--- src/rtl/sghi_pkg.sv ---
// Shared constants and controller/datapath handshake types for the hat interpolator.
`timescale 1ns / 1ps

package sghi_pkg;

    localparam int SURPLUS_BITS = 32;
    // floor(product * surplus / 2^FRAC) never exceeds |surplus| in magnitude
    localparam int CONTRIB_BITS = SURPLUS_BITS + 1;

    typedef struct packed {
        logic load;
        logic update;
        logic contrib;
        logic accum;
        logic emit;
    } sghi_cmd_t;

    typedef struct packed {
        logic last_dim;
        logic last_node;
        logic out_full;
    } sghi_status_t;

endpackage

--- src/rtl/sghi_if.sv ---
// Valid/ready channel interfaces for dimension beats and result beats.
`timescale 1ns / 1ps

interface sghi_in_if
    import sghi_pkg::*;
#(
    parameter int FRAC_BITS  = 16,
    parameter int INDEX_BITS = 11
);
    logic                           valid;
    logic                           ready;
    logic [FRAC_BITS:0]             coord;
    logic [INDEX_BITS-1:0]          level_index;
    logic [INDEX_BITS-1:0]          offset_index;
    logic signed [SURPLUS_BITS-1:0] node_surplus;
    logic                           last_dim;
    logic                           last_node;

    modport source (
        output valid, coord, level_index, offset_index, node_surplus, last_dim, last_node,
        input  ready
    );
    modport sink (
        input  valid, coord, level_index, offset_index, node_surplus, last_dim, last_node,
        output ready
    );
endinterface

interface sghi_out_if #(
    parameter int ACC_BITS = 48
);
    logic                       valid;
    logic                       ready;
    logic signed [ACC_BITS-1:0] interpolated_value;
    logic                       saturated;

    modport source (
        output valid, interpolated_value, saturated,
        input  ready
    );
    modport sink (
        input  valid, interpolated_value, saturated,
        output ready
    );
endinterface

--- src/rtl/sparse_grid_hat_interpolation.sv ---
// A dimension beat that is not a node's last is accepted, then its hat and product are formed.
// A node's last dimension goes on through hat/product, surplus multiply and accumulate; the last node adds an emit.
// The emit step loads the result beat into the output register after the final beat is accumulated;
// input is taken again while that result waits, unless a second result is already due.
// Asynchronous active-low reset sets the node product to one, clears the accumulator,
// the clip flag and the sequencer, and drops any pending result beat.
`timescale 1ns / 1ps

module sparse_grid_hat_interpolation
    import sghi_pkg::*;
#(
    parameter int FRAC_BITS  = 16,
    parameter int INDEX_BITS = 11,
    parameter int ACC_BITS   = 48
)
(
    input  logic    clk,
    input  logic    rst_n,
    sghi_in_if.sink    in_ch,
    sghi_out_if.source out_ch
);

    sghi_cmd_t    cmd;
    sghi_status_t status;

    sghi_ctrl u_ctrl (
        .clk      (clk),
        .rst_n    (rst_n),
        .in_valid (in_ch.valid),
        .in_ready (in_ch.ready),
        .status   (status),
        .cmd      (cmd)
    );

    sghi_datapath #(
        .FRAC_BITS  (FRAC_BITS),
        .INDEX_BITS (INDEX_BITS),
        .ACC_BITS   (ACC_BITS)
    ) u_datapath (
        .clk                (clk),
        .rst_n              (rst_n),
        .coord              (in_ch.coord),
        .level_index        (in_ch.level_index),
        .offset_index       (in_ch.offset_index),
        .node_surplus       (in_ch.node_surplus),
        .last_dim           (in_ch.last_dim),
        .last_node          (in_ch.last_node),
        .cmd                (cmd),
        .status             (status),
        .out_valid          (out_ch.valid),
        .out_ready          (out_ch.ready),
        .interpolated_value (out_ch.interpolated_value),
        .saturated          (out_ch.saturated)
    );

endmodule

--- src/rtl/sghi_ctrl.sv ---
// Sequencer that steps each dimension beat through the datapath.
`timescale 1ns / 1ps

module sghi_ctrl
    import sghi_pkg::*;
(
    input  logic         clk,
    input  logic         rst_n,
    input  logic         in_valid,
    output logic         in_ready,
    input  sghi_status_t status,
    output sghi_cmd_t    cmd
);

    typedef enum logic [2:0] {
        S_IDLE,
        S_UPD,
        S_MUL,
        S_ACC,
        S_EMIT
    } state_t;

    state_t state_reg;
    state_t state_next;

    assign in_ready = (state_reg == S_IDLE);

    always_comb
    begin
        state_next = state_reg;
        cmd        = '0;
        case (state_reg)
            S_IDLE:
            begin
                if (in_valid)
                begin
                    cmd.load   = 1'b1;
                    state_next = S_UPD;
                end
            end
            S_UPD:
            begin
                cmd.update = 1'b1;
                state_next = status.last_dim ? S_MUL : S_IDLE;
            end
            S_MUL:
            begin
                cmd.contrib = 1'b1;
                state_next  = S_ACC;
            end
            S_ACC:
            begin
                cmd.accum  = 1'b1;
                state_next = status.last_node ? S_EMIT : S_IDLE;
            end
            S_EMIT:
            begin
                // hold until the previous result beat has left
                if (!status.out_full)
                begin
                    cmd.emit   = 1'b1;
                    state_next = S_IDLE;
                end
            end
            default:
            begin
                state_next = S_IDLE;
            end
        endcase
    end

    always_ff @(posedge clk or negedge rst_n)
    begin
        if (!rst_n)
        begin
            state_reg <= S_IDLE;
        end
        else
        begin
            state_reg <= state_next;
        end
    end

endmodule

--- src/rtl/sghi_datapath.sv ---
// Hat value, node product, contribution and saturating accumulator registers.
`timescale 1ns / 1ps

module sghi_datapath
    import sghi_pkg::*;
#(
    parameter int FRAC_BITS  = 16,
    parameter int INDEX_BITS = 11,
    parameter int ACC_BITS   = 48
)
(
    input  logic                           clk,
    input  logic                           rst_n,
    input  logic [FRAC_BITS:0]             coord,
    input  logic [INDEX_BITS-1:0]          level_index,
    input  logic [INDEX_BITS-1:0]          offset_index,
    input  logic signed [SURPLUS_BITS-1:0] node_surplus,
    input  logic                           last_dim,
    input  logic                           last_node,
    input  sghi_cmd_t                      cmd,
    output sghi_status_t                   status,
    output logic                           out_valid,
    input  logic                           out_ready,
    output logic signed [ACC_BITS-1:0]     interpolated_value,
    output logic                           saturated
);

    localparam int XI_W   = FRAC_BITS + 1 + INDEX_BITS;
    localparam int DIFF_W = XI_W + 1;
    localparam int CM_W   = FRAC_BITS + 2 + SURPLUS_BITS;

    localparam logic [FRAC_BITS:0]        ONE_Q   = {1'b1, {FRAC_BITS{1'b0}}};
    localparam logic signed [DIFF_W-1:0]  ONE_D   = DIFF_W'(ONE_Q);
    localparam logic signed [ACC_BITS-1:0] ACC_MAX = {1'b0, {(ACC_BITS-1){1'b1}}};
    localparam logic signed [ACC_BITS-1:0] ACC_MIN = {1'b1, {(ACC_BITS-1){1'b0}}};

    logic [XI_W-1:0]                xi_reg;
    logic [INDEX_BITS-1:0]          oi_reg;
    logic signed [SURPLUS_BITS-1:0] surplus_reg;
    logic                           last_dim_reg;
    logic                           last_node_reg;
    logic [FRAC_BITS:0]             prod_reg;
    logic                           killed_reg;
    logic signed [CONTRIB_BITS-1:0] contrib_reg;
    logic signed [ACC_BITS-1:0]     acc_reg;
    logic                           clip_reg;
    logic                           out_valid_reg;
    logic signed [ACC_BITS-1:0]     out_value_reg;
    logic                           out_sat_reg;

    logic [XI_W-1:0]                oi_q;
    logic signed [DIFF_W-1:0]       diff;
    logic signed [DIFF_W-1:0]       dist_abs;
    logic                           hat_pos;
    logic [FRAC_BITS:0]             hat;
    logic [2*FRAC_BITS+1:0]         prod_mul;
    logic signed [CM_W-1:0]         cm;
    logic signed [CM_W-1:0]         cm_sh;
    logic signed [ACC_BITS:0]       sum_wide;
    logic                           ovf;

    // distance |x*i - j| and hat value 1 - distance
    assign oi_q     = {1'b0, oi_reg, {FRAC_BITS{1'b0}}};
    assign diff     = $signed({1'b0, xi_reg}) - $signed({1'b0, oi_q});
    assign dist_abs = diff[DIFF_W-1] ? -diff : diff;
    assign hat_pos  = (dist_abs < ONE_D);
    assign hat      = ONE_Q - dist_abs[FRAC_BITS:0];
    assign prod_mul = prod_reg * hat;

    // arithmetic shift floors toward minus infinity
    assign cm    = $signed({1'b0, prod_reg}) * surplus_reg;
    assign cm_sh = cm >>> FRAC_BITS;

    assign sum_wide = (ACC_BITS+1)'(acc_reg) + (ACC_BITS+1)'(contrib_reg);
    assign ovf      = (sum_wide[ACC_BITS] != sum_wide[ACC_BITS-1]);

    assign status.last_dim  = last_dim_reg;
    assign status.last_node = last_node_reg;
    assign status.out_full  = out_valid_reg;

    assign out_valid          = out_valid_reg;
    assign interpolated_value = out_value_reg;
    assign saturated          = out_sat_reg;

    // beat capture; the first multiply runs straight off the input
    always_ff @(posedge clk)
    begin
        if (cmd.load)
        begin
            xi_reg        <= XI_W'(coord * level_index);
            oi_reg        <= offset_index;
            surplus_reg   <= node_surplus;
            last_dim_reg  <= last_dim;
            last_node_reg <= last_node;
        end
        if (cmd.contrib)
        begin
            contrib_reg <= killed_reg ? '0 : cm_sh[CONTRIB_BITS-1:0];
        end
        if (cmd.emit)
        begin
            out_value_reg <= acc_reg;
            out_sat_reg   <= clip_reg;
        end
    end

    always_ff @(posedge clk or negedge rst_n)
    begin
        if (!rst_n)
        begin
            prod_reg      <= ONE_Q;
            killed_reg    <= 1'b0;
            acc_reg       <= '0;
            clip_reg      <= 1'b0;
            out_valid_reg <= 1'b0;
        end
        else
        begin
            if (cmd.update && !killed_reg)
            begin
                if (hat_pos)
                begin
                    prod_reg <= prod_mul[2*FRAC_BITS:FRAC_BITS];
                end
                else
                begin
                    killed_reg <= 1'b1;
                end
            end
            if (cmd.accum)
            begin
                if (ovf)
                begin
                    acc_reg  <= sum_wide[ACC_BITS] ? ACC_MIN : ACC_MAX;
                    clip_reg <= 1'b1;
                end
                else
                begin
                    acc_reg <= sum_wide[ACC_BITS-1:0];
                end
                // restart node state for the next node
                prod_reg   <= ONE_Q;
                killed_reg <= 1'b0;
            end
            if (cmd.emit)
            begin
                acc_reg  <= '0;
                clip_reg <= 1'b0;
            end
            if (cmd.emit)
            begin
                out_valid_reg <= 1'b1;
            end
            else if (out_ready)
            begin
                out_valid_reg <= 1'b0;
            end
        end
    end

endmodule

--- src/flat_wrapper.sv ---
// flat-port wrapper written by rule: the top's interface ports become plain ports
module sparse_grid_hat_interpolation_flat import sghi_pkg::*;
#(
    parameter int FRAC_BITS  = 16,
    parameter int INDEX_BITS = 11,
    parameter int ACC_BITS   = 48
)
  (clk, rst_n, in_ch_valid, in_ch_coord, in_ch_level_index, in_ch_offset_index, in_ch_node_surplus, in_ch_last_dim, in_ch_last_node, in_ch_ready, out_ch_valid, out_ch_interpolated_value, out_ch_saturated, out_ch_ready);
  sghi_in_if #(.FRAC_BITS(FRAC_BITS), .INDEX_BITS(INDEX_BITS)) in_ch_i ();
  sghi_out_if #(.ACC_BITS(ACC_BITS)) out_ch_i ();
  input  logic clk;
  input  logic rst_n;
  input wire logic [$bits(in_ch_i.valid)-1:0] in_ch_valid;
  input wire logic [$bits(in_ch_i.coord)-1:0] in_ch_coord;
  input wire logic [$bits(in_ch_i.level_index)-1:0] in_ch_level_index;
  input wire logic [$bits(in_ch_i.offset_index)-1:0] in_ch_offset_index;
  input wire logic [$bits(in_ch_i.node_surplus)-1:0] in_ch_node_surplus;
  input wire logic [$bits(in_ch_i.last_dim)-1:0] in_ch_last_dim;
  input wire logic [$bits(in_ch_i.last_node)-1:0] in_ch_last_node;
  output wire logic [$bits(in_ch_i.ready)-1:0] in_ch_ready;
  output wire logic [$bits(out_ch_i.valid)-1:0] out_ch_valid;
  output wire logic [$bits(out_ch_i.interpolated_value)-1:0] out_ch_interpolated_value;
  output wire logic [$bits(out_ch_i.saturated)-1:0] out_ch_saturated;
  input wire logic [$bits(out_ch_i.ready)-1:0] out_ch_ready;
  assign in_ch_i.valid = in_ch_valid;
  assign in_ch_i.coord = in_ch_coord;
  assign in_ch_i.level_index = in_ch_level_index;
  assign in_ch_i.offset_index = in_ch_offset_index;
  assign in_ch_i.node_surplus = in_ch_node_surplus;
  assign in_ch_i.last_dim = in_ch_last_dim;
  assign in_ch_i.last_node = in_ch_last_node;
  assign in_ch_ready = in_ch_i.ready;
  assign out_ch_valid = out_ch_i.valid;
  assign out_ch_interpolated_value = out_ch_i.interpolated_value;
  assign out_ch_saturated = out_ch_i.saturated;
  assign out_ch_i.ready = out_ch_ready;
  sparse_grid_hat_interpolation #(.FRAC_BITS(FRAC_BITS), .INDEX_BITS(INDEX_BITS), .ACC_BITS(ACC_BITS)) u_core (.clk(clk), .rst_n(rst_n), .in_ch(in_ch_i), .out_ch(out_ch_i));
endmodule
--- config.mk ---
export PLATFORM = sky130hd
export DESIGN_NAME = sparse_grid_hat_interpolation_flat
export DESIGN_NICKNAME = d
export VERILOG_FILES = /design/src/rtl/sghi_pkg.sv /design/src/rtl/sghi_if.sv /design/src/rtl/sparse_grid_hat_interpolation.sv /design/src/rtl/sghi_ctrl.sv /design/src/rtl/sghi_datapath.sv /design/src/flat_wrapper.sv
export SDC_FILE = /design/constraint.sdc
export NUM_CORES = 2
export LEC_CHECK = 0
export ABC_AREA = 1
export BUFFER_PORTS_ARGS = -buffer_cell sky130_fd_sc_hd__buf_2
export CAP_MARGIN = 0
export CORE_ASPECT_RATIO = 1.2
export CORE_MARGIN = 2
export CORE_UTILIZATION = 47
export CTS_CLUSTER_DIAMETER = 40
export CTS_CLUSTER_SIZE = 8
export DETAILED_ROUTE_END_ITERATION = 12
export SLEW_MARGIN = 25
export SYNTH_ARGS = -nofsm -noshare
export SYNTH_HDL_FRONTEND = slang
export SYNTH_SLANG_ARGS = --single-unit
export TNS_END_PERCENT = 1
--- constraint.sdc ---
create_clock -name clk -period 17.7 [get_ports clk]
set_input_delay 3.54 -clock clk [delete_from_list [all_inputs] [get_ports clk]]
set_output_delay 3.54 -clock clk [all_outputs]
set_load 0.01 [all_outputs]
# Word level (Yosys, flattened, before mapping)
# Cells that the tools add are included.
# W data, S select, Z words.
dict set report classes {
  add_sub_neg 4
  multipliers 3
  magnitude_cmp 1
  n_eq_ne 8
  n_mux 28
  n_reduce_logical 12
}
# operator n
set ops {}
lappend ops {{$mux W48} 4}
lappend ops {{$mux W17} 3}
lappend ops {{$add A48 B33 Y49} 1}
lappend ops {{$mul A18 B32 Y49} 1}
lappend ops {{$mul A17 B17 Y33} 1}
lappend ops {{$lt A29 B18 Y1 const B} 1}
lappend ops {{$mux W29} 1}
lappend ops {{$neg A29 Y29} 1}
lappend ops {{$sub A28 B27 Y29} 1}
lappend ops {{$mul A17 B11 Y28} 1}
lappend ops {{$sub A17 B17 Y17 const A} 1}
lappend ops {{$mux W1} 15}
lappend ops {{$pmux W3 S5} 1}
lappend ops {{$reduce_bool A2 Y1} 5}
lappend ops {{$mux W3} 3}
lappend ops {{$reduce_and A2 Y1} 4}
lappend ops {{$eq A3 B2 Y1 const B} 2}
lappend ops {{$ne A2 B2 Y1 const B} 2}
lappend ops {{$eq A3 B1 Y1 const B} 1}
lappend ops {{$eq A3 B3 Y1 const B} 1}
lappend ops {{$logic_not A3 Y1} 1}
lappend ops {{$mux W2} 1}
lappend ops {{$ne A2 B1 Y1 const B} 1}
lappend ops {{$logic_and A1 B1 Y1} 1}
lappend ops {{2 further kinds} 2}
dict set report word_totals {
  ff_bits 226
}

# Depth between registers and ports, before layout
dict set report depth {
  word_depth 8
  ltp_mapped 51
  mapped_depth_nobuf 51
}

# By module
# A second synthesis with hierarchy kept.
dict set report unflattened {
  hier_cells 5824
  hier_area_um2 46707.3
}
# mod n_inst cells_per_inst area_each_um2 seq_area_each_um2
set by_module_without_submodules {}
lappend by_module_without_submodules {sghi_datapath 1 5798 46525.9 6357.3}
lappend by_module_without_submodules {sghi_ctrl 1 26 181.4 75.1}

# Worst setup path before layout
# OpenSTA, ideal clock, no wires.
dict set report synth_timing {
  path_type {input port to flip-flop}
  startpoint {input port in_ch_valid}
  endpoint {register u_core.u_datapath.last_dim_reg (enable)}
  setup_ns 0.594
  arrival_time_ns 8.523
  t_required_ns 17.106
  slack_ns 8.583
  stages 2
  path_cell_list {inv_1 > nor3_1}
}
# element line_no
set synth_lines {}
lappend synth_lines {{from (decl)} flat_wrapper.sv:13} ;# input wire logic [$bits(in_ch_i.valid)-1:0] in_ch_valid;
lappend synth_lines {{to (signal assigned)} sghi_datapath.sv:93} ;# last_dim_reg <= last_dim;
lappend synth_lines {{to (decl)} sghi_datapath.sv:40} ;# logic last_dim_reg;

# Worst setup path after layout
dict set report layout_timing {
  startpoint {register u_core.u_datapath.xi_reg[16]}
  endpoint {register u_core.u_datapath.prod_reg[12]}
}
dict set report layout_via {
  elab_chain_len 8
  elab_cells_between_ends 11
  classes_between {3 x add/sub; 1 x mul; 1 x order compare; 4 x mux; 2 x reduce/logical}
}
# element line_no
set layout_rtl {}
lappend layout_rtl {{from (decl)} sghi_datapath.sv:37} ;# logic [XI_W-1:0] xi_reg;
lappend layout_rtl {{from (signal assigned)} sghi_datapath.sv:90} ;# xi_reg <= XI_W'(coord * level_index);
lappend layout_rtl {{$sub A28 B27 Y29 (*)} sghi_datapath.sv:64} ;# assign diff = $signed({1'b0, xi_reg}) - $signed({1'b0, oi_q});
lappend layout_rtl {{$neg A29 Y29} sghi_datapath.sv:65} ;# assign dist_abs = diff[DIFF_W-1] ? -diff : diff;
lappend layout_rtl {{$mux W29 (*)} sghi_datapath.sv:65}
lappend layout_rtl {{$sub A17 B17 Y17} sghi_datapath.sv:67} ;# assign hat = ONE_Q - dist_abs[FRAC_BITS:0];
lappend layout_rtl {{$mul A17 B17 Y33} sghi_datapath.sv:68} ;# assign prod_mul = prod_reg * hat;
lappend layout_rtl {{$mux W17} sghi_datapath.sv:121} ;# if (hat_pos)
lappend layout_rtl {{$mux W17} sghi_datapath.sv:119} ;# if (cmd.update && !killed_reg)
lappend layout_rtl {{$mux W17} sghi_datapath.sv:130} ;# if (cmd.accum)
lappend layout_rtl {{to (signal assigned)} sghi_datapath.sv:123} ;# prod_reg <= prod_mul[2*FRAC_BITS:FRAC_BITS];
lappend layout_rtl {{to (decl)} sghi_datapath.sv:42} ;# logic [FRAC_BITS:0] prod_reg;
# Mark *: on every way between the ends. The rest lies on a longest branch, timed or not. The select of a mux whose other input is x is not followed.
# A chain may end at the register's enable or synchronous reset.

==> impl_metrics.py <==
metrics = {
    "cts": {
        "post-cts-setup-buffers": 0,
        "clk_pin_slew_worst_paths_ns": 0.05,
        "root_buffer": "clkbuf_16",
        "post_cts_resized": 0,
        "cts_tree": "yes",
        "numCtsBuffers": 44,
        "clk_latency_ns": 0.61,
        "postCtsHoldBufs": 0,
        "clk_path_buf_depth": 3,
        "h-tree-depth": 2,
        "cts_sinks": 226,
    },
    "hold_path": {
        "hold_class": "register to register",
    },
    "status": {
        "outcome": "finished clean",
    },
    "sta": {
        "timing.final.crit_share_pct": 49.1,
        "slew_violations": 0,
        "period_minus_slack_ns": 8.69,
        "fmax_ghz": 0.115,
        "rsz0062_at_grt": "false",
        "finalHoldViolations": 0,
        "worstMarginPinSlew_ns": 1.04,
        "slew_headroom_pct": 30.8,
        "setup_tns_ns": 0,
        "finClkSkew_ns": 0.0317,
        "setup_violations": 0,
    },
    "floorplanning": {
        "die_area_mm2": 0.102,
        "die_y_um": 350,
        "die_w_um": 292,
        "num_rows": 126,
        "initial_core_util_pct": 47.5,
        "io-pin-count": 128,
        "coreArea_mm2": 0.0985,
    },
    "synth": {
        "synthesis.area_mm2": 0.0468,
        "netlist-cell-type-count": 63,
        "yosys_most_used_dff": "edfxtp_1",
        "seq_area_frac_synth_pct": 13.7,
        "ys_warn_count": 0,
        "synth_fp_nets": 7101,
        "ys_ff_latch": 226,
        "synth-edff-count": 155,
        "async_flop_share_pct": 31.4,
        "synth.avg_cell_area_um2": 8.05,
        "syn_inst": 5812,
    },
    "routing": {
        "viasPerCell": 5.10,
        "detail-route-antenna-nets": 0,
        "drc": 0,
        "dr.pass1.iters": 5,
        "wl_per_cell_um": 17.4,
        "initialDrtViolationCount": 1954,
        "wirelength_mm": 124,
        "vias": 36300,
    },
    "cells_and_area": {
        "mostFrequentLayoutCells": "inv_1 (1475), nand2_1 (1468), fa_1 (871), ha_1 (341), nor2_1 (299)",
        "layout_commonest_cell": "inv_1",
        "area_growth_pct": 6.44,
        "fillers": 9593,
        "seqCellArea_mm2": 0.00644,
        "multi_input_area_mm2": 0.0339,
        "nNetsFinal": 7084,
        "drive_gt1_share_pct": 5.52,
    },
    "global_routing": {
        "grt_pass1_wl_mm": 203,
        "grt_max_degree": 72,
        "grt_pass1_vias": 39000,
        "grt_overflow": 0,
        "antenna_found_initial": 4,
        "grtUsageTotal_pct": 25.2,
    },
    "worst_setup_path": {
        "required_ns": 18.19,
        "cp_common_cell": "nand2_1",
        "critPathSlowestCell": "fa_1",
        "path_max_fanout": 23,
        "critical_path_class": "register to register",
        "cpLargestDelayFamily": "adder cells",
        "arrival_ns": 9.18,
        "setup.worst_path.end_class": "register",
        "path_buf_inv": 10,
        "max_stage_delay_ns": 0.56,
        "cp-start-kind": "register",
    },
    "placed_design": {
        "hpwlAfterDp_mm": 102,
        "gp_congestion": 0.913,
        "port_buffers": 127,
    },
    "flow_run": {
        "maxCapViolations": 0,
    },
}
-- final cells by class --
type / count / area share [%]
repair buffers: 159 / 1.77
inverters: 1496 / 11.3
well taps: 1280 / 3.21
clock inverters: 20 / 0.485
flip-flops and latches: 226 / 12.9
diodes: 2 / 0.0100
clock buffers: 60 / 2.35
multi-input cells: 3868 / 68.0
-- synth_stat cells (12+ instances only) --
| cell | number | area, um^2 |
|---|---|---|
| a21o_1 | 16 | 120 |
| a21oi_1 | 220 | 1100 |
| a31oi_1 | 23 | 144 |
| buf_1 | 12 | 45.0 |
| clkbuf_1 | 191 | 717 |
| dfrtp_1 | 70 | 1750 |
| edfxtp_1 | 155 | 4650 |
| fa_1 | 871 | 17400 |
| ha_1 | 341 | 4270 |
| inv_1 | 1475 | 5540 |
| nand2_1 | 1468 | 5510 |
| nand2_2 | 27 | 169 |
| nand3_1 | 117 | 586 |
| nand4_1 | 20 | 125 |
| nor2_1 | 300 | 1130 |
| nor2_2 | 12 | 75.1 |
| nor3_1 | 22 | 110 |
| nor4_1 | 15 | 93.8 |
| o21a_1 | 26 | 195 |
| o21ai_0 | 171 | 856 |
| o21bai_1 | 16 | 120 |
| xnor2_1 | 42 | 368 |
| xor2_1 | 75 | 657 |
-- cell families (layout without fill, tap and decap cells) --
kind of cell	count (synthesis)	count (layout)	synth area share, %
simple gates	2016	2016	17.4
other cells	0	2	0
compound gates	520	520	6.28
flops	226	226	13.7
fa+ha+maj	1212	1212	46.4
xor+xnor	120	120	2.29
buf+inv	1718	1735	13.9
-- worst paths after layout --
check | start | endpoint | slack (ns) | depth (start not counted)
worst min register to register | u_core.u_datapath.clip_reg | u_core.u_datapath.saturated | 0.45 | 0
worst max-delay path | u_core.u_datapath.xi_reg[16] | u_core.u_datapath.prod_reg[12] | 9.01 | 44
worst min-delay path | u_core.u_datapath.clip_reg | u_core.u_datapath.saturated | 0.45 | 0
min in group asynchronous | rst_n | u_core.u_datapath.out_valid | 2.99 | 1
max in group asynchronous | rst_n | u_core.u_datapath.prod_reg[10] | 14.16 | 1
worst max register to register | u_core.u_datapath.xi_reg[16] | u_core.u_datapath.prod_reg[12] | 9.01 | 44
-- per-layer routing --
metal	part of all wire (%)	track usage, %	wire (um)	vias up
li1	-	-	-	17100
met1	41	31.3	50900	18000
met2	52	46.1	64000	939
met3	4.1	2.41	5120	235
met4	3.0	8.04	3680	6
met5	0.036	0	44	-
-- metrics by stage --
step,setup slack (ns),instance area [um^2],util [%],hold slack [ns],cells
global route,8.34,49800,50.6,0.463,7109
floorplan,8.58,46800,-,0.426,5812
global placement,8.89,48400,49.1,0.430,7029
CTS,9.05,49800,50.6,0.452,7109
finish,9.01,49800,50.6,0.450,7111
detailed placement,8.89,48400,49.1,0.434,7029
-- worst reg2reg max path, delay by kind of cell (launching register included) --
kind | cells | cell delay (ns)
xor+xnor | 1 | 0.14
compound gates | 4 | 0.76
buf+inv | 10 | 1.07
fa+ha+maj | 10 | 4.05
flops | 1 | 0.36
simple gates | 19 | 2.18
Power is left out: the tool's default activity adds up to more than one toggle a clock period on the data nets, which glitch-free logic cannot reach.
